File: src/rtl/core/udpst_pkg.sv
// udpst_pkg: shared types and constants of the UDP port / socket table.
// Used by udpst_ctrl, udpst_datapath, udp_port_socket_table_core and the testbench. No dependencies.
`default_nettype none

package udpst_pkg;

   localparam int OP_W       = 2;
   localparam int TASK_W     = 4;
   localparam int SOCK_W     = 8;
   localparam int PORT_W     = 16;
   localparam int TASK_OUT_W = 4;
   localparam int SOCK_OUT_W = 3;

   typedef enum logic [OP_W-1:0] {
      OP_OPEN      = 2'd0,
      OP_CLOSE     = 2'd1,
      OP_CLOSE_ALL = 2'd2,
      OP_LOOKUP    = 2'd3
   } op_type;

   typedef struct packed {
      logic clear;     // write zeros at sweep counter
      logic load;      // capture request beat
      logic rd;        // read both tables
      logic exec;      // decide and write back
      logic sweep;     // free one port of a close-all
      logic publish;   // move result to output register
   } cmd_type;

   typedef struct packed {
      logic clr_last;
      logic sweep_go;
      logic sweep_last;
      logic rsp_busy;
   } sts_type;

endpackage

`default_nettype wire

File: src/rtl/core/udpst_ctrl.sv
// udpst_ctrl: sequencer of the UDP port / socket table.
// Depends on udpst_pkg (cmd_type, sts_type).
`default_nettype none

module udpst_ctrl (
   input  wire logic               clock,
   input  wire logic               reset,
   input  wire logic               req_valid,
   output logic                    req_ready,
   input  wire udpst_pkg::sts_type sts,
   output udpst_pkg::cmd_type      cmd
);

   typedef enum logic [5:0] {
      ST_CLEAR = 6'b000001,
      ST_IDLE  = 6'b000010,
      ST_READ  = 6'b000100,
      ST_EXEC  = 6'b001000,
      ST_SWEEP = 6'b010000,
      ST_DONE  = 6'b100000
   } state_type;

   state_type state_ff;
   state_type state_in;

   always_comb begin
      state_in  = state_ff;
      cmd       = '0;
      req_ready = 1'b0;
      case (state_ff)
         ST_CLEAR: begin
            cmd.clear = 1'b1;
            if (sts.clr_last) begin
               state_in = ST_IDLE;
            end
         end
         ST_IDLE: begin
            req_ready = 1'b1;
            if (req_valid) begin
               cmd.load = 1'b1;
               state_in = ST_READ;
            end
         end
         ST_READ: begin
            cmd.rd   = 1'b1;
            state_in = ST_EXEC;
         end
         ST_EXEC: begin
            cmd.exec = 1'b1;
            state_in = sts.sweep_go ? ST_SWEEP : ST_DONE;
         end
         ST_SWEEP: begin
            cmd.sweep = 1'b1;
            if (sts.sweep_last) begin
               state_in = ST_DONE;
            end
         end
         ST_DONE: begin
            if (!sts.rsp_busy) begin
               cmd.publish = 1'b1;
               state_in    = ST_IDLE;
            end
         end
         default: begin
            state_in = ST_CLEAR;
         end
      endcase
   end

   always_ff @(posedge clock) begin
      if (reset) begin
         state_ff <= ST_CLEAR;
      end else begin
         state_ff <= state_in;
      end
   end

   a_accept_reads: assert property (@(posedge clock) disable iff (reset)
      (req_valid && req_ready) |=> (state_ff == ST_READ))
      else $error("accepted beat not followed by table read");

   a_sweep_entry: assert property (@(posedge clock) disable iff (reset)
      (state_ff == ST_EXEC && sts.sweep_go) |=> (state_ff == ST_SWEEP))
      else $error("close-all did not start its sweep");

   a_no_overwrite: assert property (@(posedge clock) disable iff (reset)
      cmd.publish |-> !sts.rsp_busy)
      else $error("result published over a pending beat");

endmodule

`default_nettype wire

File: config.mk
export PLATFORM = sky130hd
export DESIGN_NAME = udpst_ctrl
export DESIGN_NICKNAME = d
export VERILOG_FILES = /design/src/rtl/core/udpst_pkg.sv /design/src/rtl/core/udpst_ctrl.sv
export SDC_FILE = /design/constraint.sdc
export NUM_CORES = 1
export LEC_CHECK = 0
export CAP_MARGIN = 25
export CORE_AREA = 3 3 40 42
export CTS_CLUSTER_SIZE = 10
export DETAILED_ROUTE_END_ITERATION = 8
export DIE_AREA = 0 0 43 45
export DONT_BUFFER_PORTS = 1
export PLACE_DENSITY = 0.53
export REMOVE_ABC_BUFFERS = 1
export SYNTH_ARGS = -nofsm -noshare
export SYNTH_HDL_FRONTEND = slang
export SYNTH_SLANG_ARGS = --single-unit
export TNS_END_PERCENT = 30
File: constraint.sdc
create_clock -name clock -period 3.75 [get_ports clock]
set_input_delay 0.375 -clock clock [delete_from_list [all_inputs] [get_ports clock]]
set_output_delay 0.375 -clock clock [all_outputs]
set_load 0.01 [all_outputs]
==> results_tabular.tex <==
\begin{tabular}{lr}
\hline
Metric & Value \\
\hline
\multicolumn{2}{l}{\textbf{Cells and area}} \\
\quad Core occupancy in the finished layout & between 30\% and 40\% \\
\quad Ant. Diodes & 0 \\
\quad Largest registers ranked by flip-flop count & state\_ff x6 \\
\quad Largest reg by FF count & state\_ff \\
\quad Area of combinational cells with multiple inputs & approximately 240 um\^{}2 \\
\quad Post-layout nets & 58 \\
\quad Share of final-layout standard cells stronger than drive strength 1 & between 10\% and 20\% \\
\quad Sequential cell area & 120 um\^{}2 \\
\quad Max FFs per register & 6 \\
\quad Layout Cells excl Fill & 64 \\
\quad FILL cells & 141 \\
\quad Top library cells by usage in the layout, fill and taps aside & 6 x nor2\_1, 6 x dfxtp\_1, 4 x nor3\_1 \\
\quad Layout overhead on the synthesized area & 9.80\% \\
\multicolumn{2}{l}{\textbf{Power}} \\
\quad Standby leakage power & 0.137 nW \\
\quad Power per unit of standard cell area & 514 nW/um\^{}2 \\
\quad VDD IR-drop max & 0.000216 V \\
\quad Total Power & 0.209 mW \\
\multicolumn{2}{l}{\textbf{Min path}} \\
\quad Start point of the worst hold path & reset \\
\quad Path category of the worst min-delay check & in2reg \\
\multicolumn{2}{l}{\textbf{Critical path}} \\
\quad Data arrival, critical path & roughly 1.8 ns \\
\quad Critical path endpoint category & output port \\
\quad Crit-path max FO & 7 \\
\quad Data required time at the worst endpoint & around 3.4 ns \\
\quad Crit Path Category & reg2out \\
\quad Startpoint of the worst setup timing path & state\_ff[3] \\
\quad CP startpoint kind & register \\
\quad Launching point of the worst reg2reg path & state\_ff[0] \\
\multicolumn{2}{l}{\textbf{CTS}} \\
\quad Max Root-Sink Buffers & 2 \\
\quad Total clock buffers created by CTS & 3 \\
\quad Clk Latency, worst-skew pair & 0.24 ns \\
\quad Post-cts sizing count & 0 \\
\quad H-tree depth reported by CTS & 1 \\
\quad Clock Root Buffer & clkbuf\_4 \\
\quad Sink count of the clock tree & 6 \\
\quad CTS Hold Bufs & 0 \\
\quad Number of buffers added for setup after CTS & 0 \\
\quad Clock tree from TritonCTS & built \\
\quad Clock input transition at the sequential cells of the worst setup and hold paths & 0.05 ns \\
\multicolumn{2}{l}{\textbf{Yosys}} \\
\quad Main synth FF type & dfxtp\_1 \\
\quad Number of enable-type register cells in the synthesized netlist & 0 \\
\quad Number of distinct library cells after synthesis & 26 \\
\quad Count of synthesis-stage warnings from yosys & 0 \\
\quad Area of the mapped netlist & about 370 um\^{}2 \\
\quad Post-synthesis sequential area ratio & 32.4\% \\
\quad Yosys reg bits & 6 \\
\quad Per-instance average area after synthesis & between 7 and 8 um\^{}2 \\
\quad Async S/R FF share, synth & 0\% \\
\quad Post-Synthesis Cells & 47 \\
\multicolumn{2}{l}{\textbf{Die}} \\
\quad I/O pin total & 14 \\
\quad Effective utilization at floorplan & 28.8\% \\
\quad Standard cell core area & 1280 um\^{}2 \\
\quad Die Wd & 43 um \\
\quad Die outline height & $\sim$45 um \\
\quad Die area & about 1900 um\^{}2 \\
\quad Row count & 13 \\
\multicolumn{2}{l}{\textbf{Global route}} \\
\quad Vias in the first global route & about 330 \\
\quad Gr ovfl total & 0 \\
\quad Global router's overall resource usage & between 9 and 10\% \\
\quad Initial antenna violation count & 0 \\
\quad Global-route wire length before repair & 1.44 mm \\
\quad Pin count of the biggest net entering global routing & 9 \\
\multicolumn{2}{l}{\textbf{Detailed routing}} \\
\quad Count of nets left with antenna violations after detail routing & 0 \\
\quad Post-DR vias/cell & 5.61 \\
\quad Overall via count from detail\_route & 359 \\
\quad Routed length per instance & 13.4 um \\
\quad Number of optimization iterations in the first detailed-route pass & 4 \\
\quad Initial DRC count & 12 \\
\quad Detailed Route WL & 860 um \\
\quad DRC violation count after routing & 0 \\
\multicolumn{2}{l}{\textbf{Run status}} \\
\quad Result of the run & completed \\
\multicolumn{2}{l}{\textbf{Place}} \\
\quad Routability Congestion & 0.859 \\
\quad Sum of net half-perimeters after detailed placement & 661 um \\
\quad Number of input and output port buffers inserted & 0 \\
\quad Inst Count DP & 61 \\
\multicolumn{2}{l}{\textbf{Timing}} \\
\quad Setup repair after global routing missed its margin & no \\
\quad Pin slew with the least headroom to its limit & 0.651 ns \\
\quad Worst clock skew & roughly 0.0031 ns \\
\quad Aggregate negative setup slack & 0 ns \\
\quad Final Slew Violations & 0 \\
\quad Final setup vio count & 0 \\
\quad Fmax & 453 MHz \\
\quad Period minus WS final & 2.21 ns \\
\quad Final Hold Slack & 0.196 ns \\
\quad Max transition margin & 56.0\% \\
\quad Final period util & 58.9\% \\
\quad Endpoints failing hold & 0 \\
\multicolumn{2}{l}{\textbf{Flow run}} \\
\quad Max-capacitance violation count & 0 \\
\hline
\end{tabular}
==> metrics by stage <==
stage               worst slack (ns)  instance area (um^2)
detailed placement              1.81                   384
CTS                             1.53                   407
global placement                1.81                   384
finish                          1.54                   407
global route                    1.46                   407
floorplan                       1.87                   365
==> cell type report <==
type                            count  share of cell area [%]
Clock buffer                        3                    5.54
Inverter                            2                    1.85
Multi-Input combinational cell     38                    58.5
Sequential cell                     6                    29.5
Tap cell                           15                    4.62
==> synth_stat cells (2+ instances only) <==
| library cell | n | share of area, % |
|---|---|---|
| inv_1 | 2 | 2.0 |
| nor3_1 | 4 | 5.4 |
| a21oi_1 | 2 | 2.7 |
| nor2_1 | 6 | 6.1 |
| nand2b_1 | 2 | 3.4 |
| or4_1 | 3 | 6.1 |
| dfxtp_1 | 6 | 32 |
| nor3b_1 | 2 | 4.1 |
| or3_1 | 2 | 3.4 |
| nand2_1 | 2 | 2.0 |
==> cell families (layout without fill, tap and decap cells) <==
family          count (synthesis)  in the layout  synth area share (%)
simple gates                   28             28                  43.6
flops                           6              6                  32.4
compound gates                  9              9                  17.6
fa+ha+maj                       1              1                  3.04
buf+inv                         3              5                  3.38
==> power by group <==
group	switching (mW)	internal, mW
combinational	0.0390	0.0270
clock	0.0238	0.0362
sequential	0.0106	0.0721
==> final timing paths <==
| path | to | slack, ns | cells past startpoint |
|---|---|---|---|
| min | state_ff[4] | 0.20 | 1 |
| max | cmd[4] | 1.54 | 4 |
| max reg2reg | state_ff[0] | 1.85 | 3 |
| min reg2reg | state_ff[3] | 0.70 | 2 |
==> critical path, stage by stage (launching register included) <==
cell and delay (ns):
dfxtp_1 0.35, or4_1 0.60, or2_2 0.34, inv_1 0.12, and2_1 0.19
==> metal layers <==
metal | part of all wire [%] | vias to the layer above | global-route usage (%)
met4 | 0 | 0 | 5.42
li1 | - | 185 | -
met3 | 5.9 | 0 | 3.59
met2 | 46 | 9 | 13.8
met5 | 0 | - | 0
met1 | 48 | 165 | 13.0
No activity file was read; power rests on OpenSTA's default activity.
